## src/rtl/assert_macros.svh

```systemverilog
// ----------------------------------------------------------------------------
// assert_macros
// Assertion helpers for the DDS function generator.
// ----------------------------------------------------------------------------
`ifndef ASSERT_MACROS_SVH
`define ASSERT_MACROS_SVH

// property p must hold on every clock edge out of reset
`define ASSERT_CLK(label, clk, rstn, p, msg) \
    label: assert property (@(posedge clk) disable iff (!rstn) (p)) else $error(msg);

// antecedent a implies consequent c on the next clock edge
`define ASSERT_NEXT(label, clk, rstn, a, c, msg) \
    label: assert property (@(posedge clk) disable iff (!rstn) (a) |=> (c)) else $error(msg);

`endif

```

## src/rtl/dds_fg_pkg.sv

```systemverilog
// ----------------------------------------------------------------------------
// dds_fg_pkg
// Shared types, constants and math helpers for the DDS function generator.
// ----------------------------------------------------------------------------
`timescale 1ns / 1ps

package dds_fg_pkg;

    localparam int PHASE_BITS_DEF       = 32;
    localparam int SINE_TABLE_DEPTH_DEF = 1024;
    localparam int INDEX_BITS_DEF       = 24;

    localparam int CFG_ADDR_W = 3;
    localparam int CFG_DATA_W = 32;

    localparam logic [CFG_ADDR_W-1:0] REG_MODE      = 3'd0;
    localparam logic [CFG_ADDR_W-1:0] REG_AMPLITUDE = 3'd1;
    localparam logic [CFG_ADDR_W-1:0] REG_PHASE_OFS = 3'd2;
    localparam logic [CFG_ADDR_W-1:0] REG_TUNE      = 3'd3;
    localparam logic [CFG_ADDR_W-1:0] REG_SWEEP_END = 3'd4;
    localparam logic [CFG_ADDR_W-1:0] REG_SWEEP_LEN = 3'd5;
    localparam logic [CFG_ADDR_W-1:0] REG_MOD_TUNE  = 3'd6;
    localparam logic [CFG_ADDR_W-1:0] REG_MOD_DEPTH = 3'd7;

    localparam logic [1:0] WAVE_SINE     = 2'd0;
    localparam logic [1:0] WAVE_SQUARE   = 2'd1;
    localparam logic [1:0] WAVE_TRIANGLE = 2'd2;
    localparam logic [1:0] WAVE_SAW      = 2'd3;

    localparam logic [1:0] SWEEP_LIN = 2'd1;
    localparam logic [1:0] SWEEP_LOG = 2'd2;

    localparam logic [15:0] AMP_MAX   = 16'd40960;
    localparam logic [15:0] DEPTH_MAX = 16'd32768;
    localparam logic [16:0] ONE_Q16   = 17'd65536;

    localparam int SAMPLE_W = 22;
    localparam int NUMBER_W = 24;

    // job the back end needs: carrier increment, restart, burst index and last flag
    typedef struct packed {
        logic [31:0]        inc;        // carrier increment word
        logic               restart;
        logic [NUMBER_W-1:0] number;
        logic               last;
    } job_t;

    // sine of k/depth of a cycle in Q.16, Taylor series over the quarter wave
    function automatic logic signed [17:0] sine_entry(input int unsigned k, input int depth);
        logic [63:0] u, q, r, x, x2, t, s;
        u = (64'(k) << 32) / 64'(depth);
        q = (u >> 30) & 64'd3;
        r = u & 64'h3FFF_FFFF;
        if (q[0]) r = 64'h4000_0000 - r;
        x  = (r * 64'd1686629713) >> 30;
        x2 = (x * x) >> 30;
        t  = 64'h4000_0000 - x2 / 64'd110;
        t  = 64'h4000_0000 - ((x2 * t) >> 30) / 64'd72;
        t  = 64'h4000_0000 - ((x2 * t) >> 30) / 64'd42;
        t  = 64'h4000_0000 - ((x2 * t) >> 30) / 64'd20;
        t  = 64'h4000_0000 - ((x2 * t) >> 30) / 64'd6;
        s  = (((x * t) >> 30) + 64'd8192) >> 14;
        if (s > 64'd65536) s = 64'd65536;
        return q[1] ? -$signed(18'(s)) : $signed(18'(s));
    endfunction

    // integer square root, elaboration use only
    function automatic logic [63:0] isqrt64(input logic [63:0] xin);
        logic [63:0] x, res, b;
        x = xin;
        res = '0;
        b = 64'd1 << 62;
        while (b > x) b = b >> 2;
        while (b != 0) begin
            if (x >= res + b) begin
                x = x - (res + b);
                res = (res >> 1) + b;
            end else begin
                res = res >> 1;
            end
            b = b >> 2;
        end
        return res;
    endfunction

    // 2^(2^-i) in Q30, i = 1..16, same recurrence as the fixed-point exp2
    function automatic logic [31:0] exp2_const(input int i);
        logic [63:0] c;
        c = isqrt64(64'd1 << 61);
        for (int j = 1; j < i; j++) c = isqrt64(c << 30);
        return c[31:0];
    endfunction

endpackage

```

## src/rtl/dds_fg_queue.sv

```systemverilog
// ----------------------------------------------------------------------------
// dds_fg_queue
// Two-entry job queue between the increment front end and the sample back end.
// ----------------------------------------------------------------------------
`timescale 1ns / 1ps

module dds_fg_queue (
    input  logic             aclk,
    input  logic             aresetn,
    input  logic             wr_valid,
    output logic             wr_ready,
    input  dds_fg_pkg::job_t wr_job,
    output logic             rd_valid,
    input  logic             rd_ready,
    output dds_fg_pkg::job_t rd_job
);
    import dds_fg_pkg::*;

    job_t       mem_reg [2];
    logic       wp_reg, rp_reg;
    logic [1:0] cnt_reg;

    assign wr_ready = cnt_reg != 2'd2;
    assign rd_valid = cnt_reg != 2'd0;
    assign rd_job   = mem_reg[rp_reg];

    always_ff @(posedge aclk) begin
        if (wr_valid && wr_ready) mem_reg[wp_reg] <= wr_job;
    end

    always_ff @(posedge aclk) begin
        if (!aresetn) begin
            wp_reg  <= 1'b0;
            rp_reg  <= 1'b0;
            cnt_reg <= 2'd0;
        end else begin
            if (wr_valid && wr_ready) wp_reg <= ~wp_reg;
            if (rd_valid && rd_ready) rp_reg <= ~rp_reg;
            cnt_reg <= cnt_reg + 2'(wr_valid && wr_ready) - 2'(rd_valid && rd_ready);
        end
    end

endmodule

```

## config.mk

```make
export PLATFORM = sky130hd
export DESIGN_NAME = dds_fg_queue
export DESIGN_NICKNAME = d
export VERILOG_FILES = /design/src/rtl/assert_macros.svh /design/src/rtl/dds_fg_pkg.sv /design/src/rtl/dds_fg_queue.sv
export SDC_FILE = /design/constraint.sdc
export NUM_CORES = 1
export LEC_CHECK = 0
export BUFFER_PORTS_ARGS = -buffer_cell sky130_fd_sc_hd__buf_4
export CORE_UTILIZATION = 32
export DETAILED_ROUTE_END_ITERATION = 7
export HOLD_SLACK_MARGIN = 0.03
export SLEW_MARGIN = 20
export SYNTH_ARGS = -nofsm -noshare
export SYNTH_HDL_FRONTEND = slang
export SYNTH_SLANG_ARGS = --single-unit
```

## constraint.sdc

```tcl
create_clock -name aclk -period 3.3 [get_ports aclk]
set_input_delay 0.33 -clock aclk [delete_from_list [all_inputs] [get_ports aclk]]
set_output_delay 0.33 -clock aclk [all_outputs]
set_load 0.05 [all_outputs]
```

==> metrics.md, run 1 <==
| Metric | Value |
|---|---|
| 1st-iter DRT viols | 101 |
| Antenna-violating nets left | 0 |
| MaxCap Viol Count | 0 |
| Synthesis-stage register bit count | 121 |
| Post-synthesis cell count | 204 |
| Final net count | 404 |
| H-Tree Level Count | 4 |
| Max reg flops | 116 |
| YS warnings | 0 |
| Final hold vios | 0 |
| Syn_nets | 268 |
| Total gr overflow | 0 |
| Worst IR drop on VDD | 0.000427 V |
| Leading area contributor after synthesis | edfxtp_1 |
| Reg2reg start | cnt_reg[0] |
| GR Util All Layers | 11.7% |
| Routed vias/inst | 4.30 |
| Hold Crit Class | in -> reg |
| Ratio of cells with drive above 1 in the final layout | 60.6% |
| Crit Path Max Fanout | 58 |
| Slew Limit Fails | 0 |
| Critical path data required time | 2970 ps |
| Syn Std Cell Area | 0.00449 mm2 |
| Gp weighted congestion | 0.676 |
| Ports | 122 |
| Area share of the leading cell type in the synthesized netlist | 77.5% |
| Power per standard cell area | 915 mW/mm2 |
| Crit. path cell count | 2 |
| CP Buf/Inv Count | 1 |
| Commonest non-fill, non-tap cell in the layout | buf_4 |
| First-pass GRT wire length | 12100 um |
| Clock buffer count from CTS | 17 |
| Rows | 42 |
| Top delay family on crit path | flip-flops |
| Residual DRC count | 0 |
| Port Buffers | 121 |
| Initial antenna violation count | 0 |
| Post-Syn Area per Cell | 22.0 um2 |
| Leading cell types in the layout, fill and taps excluded | 121 x buf_4, 116 x edfxtp_1, 38 x mux2_2, 20 x mux2_4, 17 x clkbuf_16 |
| # resized after CTS | 0 |
| Clock Tree Buf Depth | 2 |
| Critical Path Source Type | register |
| Power after layout | 5680 uW |
| Worst Setup End Kind | output pin |
| Vias in the first global route | 2350 |
| Ant. Diodes | 0 |
| Worst Clk Skew | 4.88 ps |
| Seq/Total Area, Yosys | 79.7% |
| Area Growth Syn to Fin | 38.2% |
| Max Freq | 423 MHz |
| Initial core utilization | 33.4% |
| Worst-margin pin slew | 933 ps |
| Largest net degree at the start of global routing | 59 |
| Die Ht | 121 um |
| CTS Hold Bufs | 0 |
| Max-Slew Margin vs Limit | 37.8% |
| Setup TNS | 0 ps |
| Hold Crit Start | wr_job[10] |
| Vias | 2273 |
| Worst-case reg-to-reg path depth | 4 |
| Worst-skew pair later-pin latency | 400 ps |
| CORE AREA | 0.0135 mm2 |
| CP Class | reg -> out |
| Status | complete, no violations |
| Root Driver | clkbuf_16 |
| Min Clock Period, post-route | 2360 ps |
| Synth area leaders | edfxtp_1 78%, mux2_2 9.5%, mux2_4 6.7%, dfxtp_1 2.2%, buf_6 0.75% |
| Synth unique cells | 18 |
| Hold Path Cell Cnt | 1 |
| Slowest CP cell | dfxtp_4 |
| Crit-path cells | mux2_2 > buf_4 |
| DRT Wirelength | 7960 um |
| Period Utilization, post-route | 71.6% |
| Per-cell routed wire length | 15.0 um |
| Setup violators final | 0 |
| Clock sink count | 121 |
| Leakage | 0.00236 uW |
| Setup Fix Bufs, Post-CTS | 0 |
| Clk slew on worst S/H paths | 50 ps |
| Die X | 121 um |
| Largest stage delay, worst path | 910 ps |
| CTS tree | yes |
| DRT Pass-1 Iters | 4 |
| DP HPWL | 4840 um |
| Fillers | 1214 |
| Worst Path Arrival | 2030 ps |
| Die Footprint | 0.0145 mm2 |
| RSZ-0062 raised after global routing | false |
==> final cells by class <==
class	count	area, um2	share of cell area [%]
flip-flops and latches	121	3590	57.8
well taps	176	220	3.55
clock inverters	15	159	2.56
repair buffers	123	948	15.3
clock buffers	17	425	6.85
multi-input cells	76	867	14.0
inverters	1	3.75	0.0604
==> synth_stat cells <==
| cell | count |
|---|---|
| edfxtp_1 | 116 |
| mux2_2 | 38 |
| mux2_4 | 20 |
| dfxtp_1 | 5 |
| buf_2 | 3 |
| buf_6 | 3 |
| xnor2_1 | 3 |
| and2_1 | 2 |
| ha_1 | 2 |
| nand2_1 | 2 |
| nand2b_1 | 2 |
| nor2b_1 | 2 |
| and3_1 | 1 |
| inv_1 | 1 |
| mux2i_1 | 1 |
| nor2_1 | 1 |
| o21a_1 | 1 |
| or2_2 | 1 |
==> kinds of logic after synthesis <==
kind of cell | synth area share, %
muxes | 16.4
buffers and inverters | 1.17
xor gates and xnor gates | 0.585
DFF | 79.7
adders and majority gates | 0.557
AOI/OAI and AO/OA | 0.167
and+or+nand+nor | 1.36
==> per-layer routing <==
metal	vias up	track usage, %	wire (um)
met5	-	0	0
met4	0	5.09	116
met3	11	5.52	506
met2	78	18.0	3890
met1	1110	13.9	3440
li1	1074	-	-
==> worst paths after layout <==
path | slack [ps] | to
worst max-delay path | 940 | rd_job[6]
worst min-delay path | 110 | mem_reg[1][10]
worst max register to register | 1410 | mem_reg[0][36]
worst min register to register | 530 | wp_reg
==> worst register-to-register path, stage by stage (launching register included) <==
cell and delay, ps:
dfxtp_1 360, nand2b_1 160, nand2_1 160, nor2_4 540, buf_12 340
==> metrics by stage <==
stage	cell area, um2	hold WS [ps]	util [%]	cells	setup slack, ps
6_report	6210	107	46.2	529	937
3_3_place_gp	5630	508	41.8	497	1340
2_1_floorplan	4500	429	-	204	330
3_5_place_dp	5630	518	41.8	497	1340
5_1_grt	6210	76.7	46.2	529	838
4_1_cts	6210	80.2	46.2	529	890
==> power breakdown <==
part | leakage (uW) | switching [uW] | internal, uW
clock network | 0.000285 | 639 | 1170
registers | 0.00113 | 155 | 1930
logic | 0.000946 | 1120 | 663
No activity file was read; power rests on OpenSTA's default activity.
==> inputs of run 2 (changes only) <==
==> constraint.sdc (replaced) <==
create_clock -name aclk -period 1.9 [get_ports aclk]
set_input_delay 0.19 -clock aclk [delete_from_list [all_inputs] [get_ports aclk]]
set_output_delay 0.19 -clock aclk [all_outputs]
set_load 0.05 [all_outputs]
==> run 2 against run 1 <==
Against the previous run:
- cell area rose by 11%
- clock-buffer cell count increased by 3
- via count rose by 11%
- combinational power rose by 96%
- critical path depth grew 1
- final cell count up 12%
- sequential cell count unchanged
- die area is the same
- sequential share of layout area down 5.7 points
- worst hold slack better by 19 ps
- non-clock buffer count is 65 higher
==> metrics.md, run 2 (same netlist as run 1, synthesis figures left out) <==
| Metric | Value |
|---|---|
| DP HPWL | 5000 um (+3.4%) |
| Place WS | 290 ps (-1050 ps) |
| Commonest non-fill, non-tap cell in the layout | buf_4 |
| Clk slew on worst S/H paths | 50 ps (about the same) |
| Clock buffer count from CTS | 17 (unchanged) |
| Vias in the first global route | 2625 (+12%) |
| DRT Wirelength | 8330 um (+4.7%) |
| CTS tree | yes |
| Power per standard cell area | 1460 mW/mm2 (+59%) |
| Total gr overflow | 0 (unchanged) |
| First-pass GRT wire length | 13100 um (+8.1%) |
| Cell internal pwr | 6730 uW (+79%) |
| GRT busiest layer | met2 |
| Flop pwr share | 34.6% (-2.1 points) |
| CORE AREA | 0.0135 mm2 (unchanged) |
| Root Driver | clkbuf_16 |
| Slew Limit Fails | 0 (unchanged) |
| Die X | 121 um (unchanged) |
| 1st-iter DRT viols | 169 (+67%) |
| Worst Path Arrival | 1560 ps (-470 ps) |
| Worst Clk Skew | 8.41 ps (+3.53 ps) |
| CP Class | reg -> out |
| Ratio of cells with drive above 1 in the final layout | 52.8% (-7.9 points) |
| Max-Slew Margin vs Limit | 85.8% (+48 points) |
| Rows | 42 (unchanged) |
| Ports | 122 (unchanged) |
| Worst-skew pair later-pin latency | 400 ps (about the same) |
| Residual DRC count | 0 (unchanged) |
| Port Buffers | 121 (unchanged) |
| Fillers | 1139 (-6.2%) |
| MaxCap Viol Count | 0 (unchanged) |
| Routed vias/inst | 4.25 (-1.1%) |
| Largest net degree at the start of global routing | 31 (-47%) |
| Crit Path Max Fanout | 24 (-59%) |
| Psw | 3310 uW (+73%) |
| Clock Tree Buf Depth | 2 (unchanged) |
| Per-cell routed wire length | 14.1 um (-6.6%) |
| Switching part of the total power | 33.0% (-0.71 points) |
| Max Freq | 570 MHz |
| Worst-margin pin slew | 213 ps (-720 ps) |
| Leakage | 0.00265 uW (+12%) |
| Status | complete, no violations |
| Setup ws final | 145 ps (-792 ps) |
| GR Util All Layers | 12.3% (+0.61 points) |
| # resized after CTS | 0 (unchanged) |
| Critical Path Source Type | register |
| Min Clock Period, post-route | 1750 ps |
| Antenna-violating nets left | 0 (unchanged) |
| Max reg flops | 116 (unchanged) |
| Critical path data required time | 1710 ps (-1260 ps) |
| Setup TNS | 0 ps (unchanged) |
| Combinational group share of total power | 34.9% (+3.5 points) |
| H-Tree Level Count | 4 (unchanged) |
| Ant. Diodes | 0 (unchanged) |
| Hold Crit Class | in -> reg |
| Die Ht | 121 um (unchanged) |
| M1 GR Usage | 14.3% (+0.39 points) |
| RSZ-0062 raised after global routing | false |
| Clock sink count | 121 (unchanged) |
| Gp weighted congestion | 0.693 (+2.5%) |
| DRT Pass-1 Iters | 4 (unchanged) |
| Worst Setup End Kind | output pin |
| Post-layout util | 51.3% (+5.1 points) |
| Final hold vios | 0 (unchanged) |
| Die Footprint | 0.0145 mm2 (unchanged) |
| Setup violators final | 0 (unchanged) |
| Area Growth Syn to Fin | 53.4% |
| Worst IR drop on VDD | 0.000934 V (+120%) |
| Vias | 2521 (+11%) |
| Period Utilization, post-route | 92.4% |
| Leading cell types in the layout, fill and taps excluded | 123 x buf_4, 116 x edfxtp_1, 59 x dlygate4sd3_1, 38 x mux2_2, 20 x mux2_4 |
| Initial core utilization | 33.4% (unchanged) |
| Met2 GRT Util | 20.3% (+2.3 points) |
| Final net count | 469 (+16%) |
| Clock power frac | 30.5% (-1.3 points) |
| Initial antenna violation count | 0 (unchanged) |
| GR Layer Usage met3 | 4.01% (-1.5 points) |
-- run 2: path summary, 6_finish.rpt --
path	cells past startpoint	endpoint	slack, ps	from
worst min register to register	2	wp_reg	520	wp_reg
worst max register to register	7	cnt_reg[1]	280	cnt_reg[1]
worst min-delay path	3	wp_reg	130	wr_valid
worst max-delay path	3	rd_job[21]	150	register
-- run 2: routing by layer --
layer	vias to the layer above	share of wire, %
met1	1227	41
met2	79	52
met5	-	0
met4	0	1.5
li1	1205	-
met3	10	5.0
-- run 2: timing repair --
item | CTS | global route
hold buffers | 59 | 0
setup endpoints to repair | 23 | 0
hold endpoints to repair | 119 | 0
buffers inserted | 2 | 0
-- run 2: power groups by stage --
stage | combinational [uW] | clock (uW) | sequential (uW)
final | 3510 | 3070 | 3470
after detailed placement | 3400 | 0 | 3560
after global placement | 3380 | 0 | 3530
after global routing | 3670 | 3260 | 3500
after floorplan | 2460 | 0 | 3490
after CTS | 3560 | 3150 | 3470
-- run 2: layout make-up --
type                            count  area [um2]  area share, %
Sequential cell                   121        3590           52.0
Clock buffer                       20         437           6.33
Timing Repair Buffer              188        1630           23.7
Tap cell                          176         220           3.19
Inverter                            1        3.75         0.0544
Clock inverter                     11         130           1.89
Multi-Input combinational cell     76         882           12.8
-- run 2: through the flow --
stage,hold slack (ps),cell area (um2),std cells,power [uW]
2_1_floorplan,289,4520,204,5950
3_3_place_gp,375,5720,501,6920
6_report,127,6900,593,10000
4_1_cts,99.2,6900,593,10200
5_1_grt,116,6900,593,10400
3_5_place_dp,378,5720,501,6950
-- run 2: critical path, cell delays in order, from the launching register on --
cell and delay (ps):
dfxtp_4 390, buf_12 200, mux2_2 370, buf_4 190
==> inputs of run 3 (changes only) <==
--- a/config.mk
+++ b/config.mk
@@ -5,6 +5,7 @@
 export SDC_FILE = /design/constraint.sdc
 export NUM_CORES = 1
 export LEC_CHECK = 0
+export ABC_AREA = 1
 export BUFFER_PORTS_ARGS = -buffer_cell sky130_fd_sc_hd__buf_4
 export CORE_UTILIZATION = 32
 export DETAILED_ROUTE_END_ITERATION = 7
==> run 3 against run 2 <==
Against the previous run:
- highest routed layer unchanged
- non-clock buffer count stayed put
- largest power group is now sequential cells
- sequential share of layout area is 0.47 points higher
- die area is 0.13% higher
- clock-buffer cell count stayed put
==> metrics.md, run 3 <==
| Metric | Value |
|---|---|
| 1st-iter DRT viols | 83 (-51%) |
| Worst IR drop on VDD | 0.000616 V (-34%) |
| Worst-margin pin slew | 390 ps (+177 ps) |
| Syn Std Cell Area | 0.00450 mm2 (+0.14%) |
| Ys flop type | edfxtp_1 |
| Leakage | 0.00265 uW (about the same) |
| Clock power frac | 28.8% (-1.7 points) |
| YS warnings | 0 (unchanged) |
| FFs w/ async S/R, synth | 0% (unchanged) |
| Fillers | 1155 (+1.4%) |
| Hold Crit Class | in -> reg |
| Cell internal pwr | 6400 uW (-4.8%) |
| Gp weighted congestion | 0.704 (+1.7%) |
| DP HPWL | 5490 um (+9.6%) |
| Synth unique cells | 12 (-6) |
| Flop pwr share | 35.9% (+1.3 points) |
| Max reg flops | 116 (unchanged) |
| Most used standard cell by instance count after synthesis | edfxtp_1 |
| Post-layout util | 50.8% (-0.47 points) |
| Critical path data required time | 1710 ps (about the same) |
| Max-Slew Margin vs Limit | 74.0% (-12 points) |
| CORE AREA | 0.0135 mm2 (unchanged) |
| Total gr overflow | 0 (unchanged) |
| CTS tree | yes |
| Clock buffer count from CTS | 17 (unchanged) |
| Clk slew on worst S/H paths | 50 ps (about the same) |
| Ant. Diodes | 0 (unchanged) |
| First-pass GRT wire length | 13200 um (+0.43%) |
| Initial core utilization | 33.5% (+0.047 points) |
| Crit path top cell by count | buf_4 |
| Antenna-violating nets left | 0 (unchanged) |
| Power per standard cell area | 1430 mW/mm2 (-2.0%) |
| Critical Path Source Type | register |
| Combinational group share of total power | 35.3% (+0.4 points) |
| Worst-skew pair later-pin latency | 410 ps (about the same) |
| Worst Setup End Kind | output pin |
| GR Util All Layers | 12.6% (+0.30 points) |
| Worst Path Arrival | 1570 ps (about the same) |
| Routed vias/inst | 4.30 (+1.1%) |
| Per-cell routed wire length | 14.2 um (+1.0%) |
| DRT Pass-1 Iters | 4 (unchanged) |
| Area Growth Syn to Fin | 51.8% |
| Synth area leaders | edfxtp_1 77%, mux2_2 9.5%, mux2_4 6.7%, dfxtp_1 2.2%, nand2_1 0.75% |
| Vias in the first global route | 2702 (+2.9%) |
| Residual DRC count | 0 (unchanged) |
| Crit-path cells | buf_4 > mux2_2 > buf_4 |
| Die Footprint | 0.0145 mm2 (+0.13%) |
| Post-synthesis cell count | 216 (+5.9%) |
| MaxCap Viol Count | 0 (unchanged) |
| Die X | 121 um (about the same) |
| Port Buffers | 121 (unchanged) |
| Clock sink count | 121 (unchanged) |
| Rows | 42 (unchanged) |
| Ratio of cells with drive above 1 in the final layout | 50.9% (-1.8 points) |
| Psw | 3350 uW (+1.1%) |
| Vias | 2604 (+3.3%) |
| # resized after CTS | 0 (unchanged) |
| Final hold vios | 0 (unchanged) |
| DRT Wirelength | 8600 um (+3.2%) |
| Slew Limit Fails | 0 (unchanged) |
| Seq/Total Area, Yosys | 79.6% (-0.11 points) |
| Dpl cells | 513 (+2.4%) |
| Post-Syn Area per Cell | 20.8 um2 (-5.4%) |
| Max Freq | 569 MHz (-0.23%) |
| Largest net degree at the start of global routing | 32 (+3.2%) |
| Synthesis-stage register bit count | 121 (unchanged) |
| Worst Clk Skew | 7.84 ps (-0.570 ps) |
| Commonest non-fill, non-tap cell in the layout | buf_4 |
| Largest stage delay, worst path | 380 ps (about the same) |
| CP Class | reg -> out |
| Status | complete, no violations |
| Leading area contributor after synthesis | edfxtp_1 |
| Slowest CP cell | dfxtp_4 |
| Initial antenna violation count | 0 (unchanged) |
| Crit Path Max Fanout | 9 (-63%) |
| Period Utilization, post-route | 92.6% (+0.21 points) |
| Switching part of the total power | 34.4% (+1.3 points) |
| RSZ-0062 raised after global routing | false |
| Ports | 122 (unchanged) |
| Area share of the leading cell type in the synthesized netlist | 77.4% (-0.11 points) |
| Post-synth EDFFs | 116 (unchanged) |
| H-Tree Level Count | 4 (unchanged) |
| Min Clock Period, post-route | 1760 ps (+4.00 ps) |
| Top post-synthesis cells by count | 116 x edfxtp_1, 38 x mux2_2, 20 x mux2_4 |
| Finished Layout Cells | 606 (+2.2%) |
| Final net count | 481 (+2.6%) |
| Clock Tree Buf Depth | 2 (unchanged) |
| Syn_nets | 280 (+4.5%) |
| Setup violators final | 0 (unchanged) |
| Die Ht | 121 um (about the same) |
| Root Driver | clkbuf_16 |
| Leading cell types in the layout, fill and taps excluded | 125 x buf_4, 116 x edfxtp_1, 59 x dlygate4sd3_1, 38 x mux2_2, 20 x mux2_4 |
-- run 3: cell count changes after synthesis, sizes merged --
cell,previous run,this run
a21oi,0,2
and2,2,0
and3,1,0
inv,1,7
mux2i,1,0
nand2,2,9
nand2b,2,0
nand3,0,3
nor2,1,8
nor2b,2,0
o21a,1,0
or2,1,0
xnor2,3,0
-- run 3: power groups by stage --
| stage | sequential, uW | combinational (uW) | clock, uW |
|---|---|---|---|
| after floorplan | 3520 | 2420 | 0 |
| after global placement | 3570 | 3320 | 0 |
| after detailed placement | 3590 | 3340 | 0 |
| after CTS | 3500 | 3500 | 2890 |
| after global routing | 3530 | 3620 | 3000 |
| final | 3500 | 3450 | 2810 |
-- run 3: logic make-up (layout without fill, tap and decap cells) --
family,after synthesis,count (layout),synth area share (%)
flops,121,121,79.6
buf+inv,13,227,1.67
fa+ha+maj,2,2,0.556
simple gates,20,20,1.75
compound gates,2,2,0.222
mux,58,58,16.2
-- run 3: layout make-up --
cell class	instances	area [um2]	area share, %
inverter	7	30.0	0.440
timing repair buffer	188	1610	23.6
tap	176	220	3.22
multi-input combinational	82	865	12.7
sequential	121	3590	52.5
clock buffer	20	437	6.39
clock inverter	12	83.8	1.23
-- run 3: metal layers --
| layer | up-vias | GRT usage, % | wire, um |
|---|---|---|---|
| met5 | - | 0 | 0 |
| met4 | 0 | 5.32 | 138 |
| met3 | 10 | 5.14 | 492 |
| met2 | 88 | 20.6 | 4290 |
| met1 | 1269 | 14.6 | 3680 |
| li1 | 1237 | - | - |
-- run 3: stage by stage --
step | power [uW] | cell area (um2) | TNS [ps] | hold slack, ps | setup WS, ps
2_1_floorplan | 5930 | 4530 | -4980 | 283 | -44.2
3_3_place_gp | 6890 | 5710 | 0 | 375 | 381
3_5_place_dp | 6930 | 5710 | 0 | 378 | 382
4_1_cts | 9900 | 6830 | 0 | 68.0 | 104
5_1_grt | 10200 | 6830 | 0 | 76.7 | 84.5
6_report | 9750 | 6830 | 0 | 90.9 | 141
-- run 3: critical path, delay by kind of cell, from the launching register on --
family                 cells  cell delay (ps)
DFF                        1              380
buffers and inverters      2              400
muxes                      1              370
-- run 3: worst paths after layout --
check / cells past startpoint / from / slack [ps] / end
max: 3 / register / 140 / rd_job[27]
min: 3 / wr_valid / 90 / wp_reg
max reg2reg: 11 / cnt_reg[0] / 400 / cnt_reg[1]
min reg2reg: 2 / rp_reg / 520 / rp_reg
-- run 3: timing repair --
item | 4_1_cts | 5_1_grt
hold buffers | 59 | 0
setup endpoints to repair | 43 | 0
buffers inserted | 2 | 0
hold endpoints to repair | 118 | 0
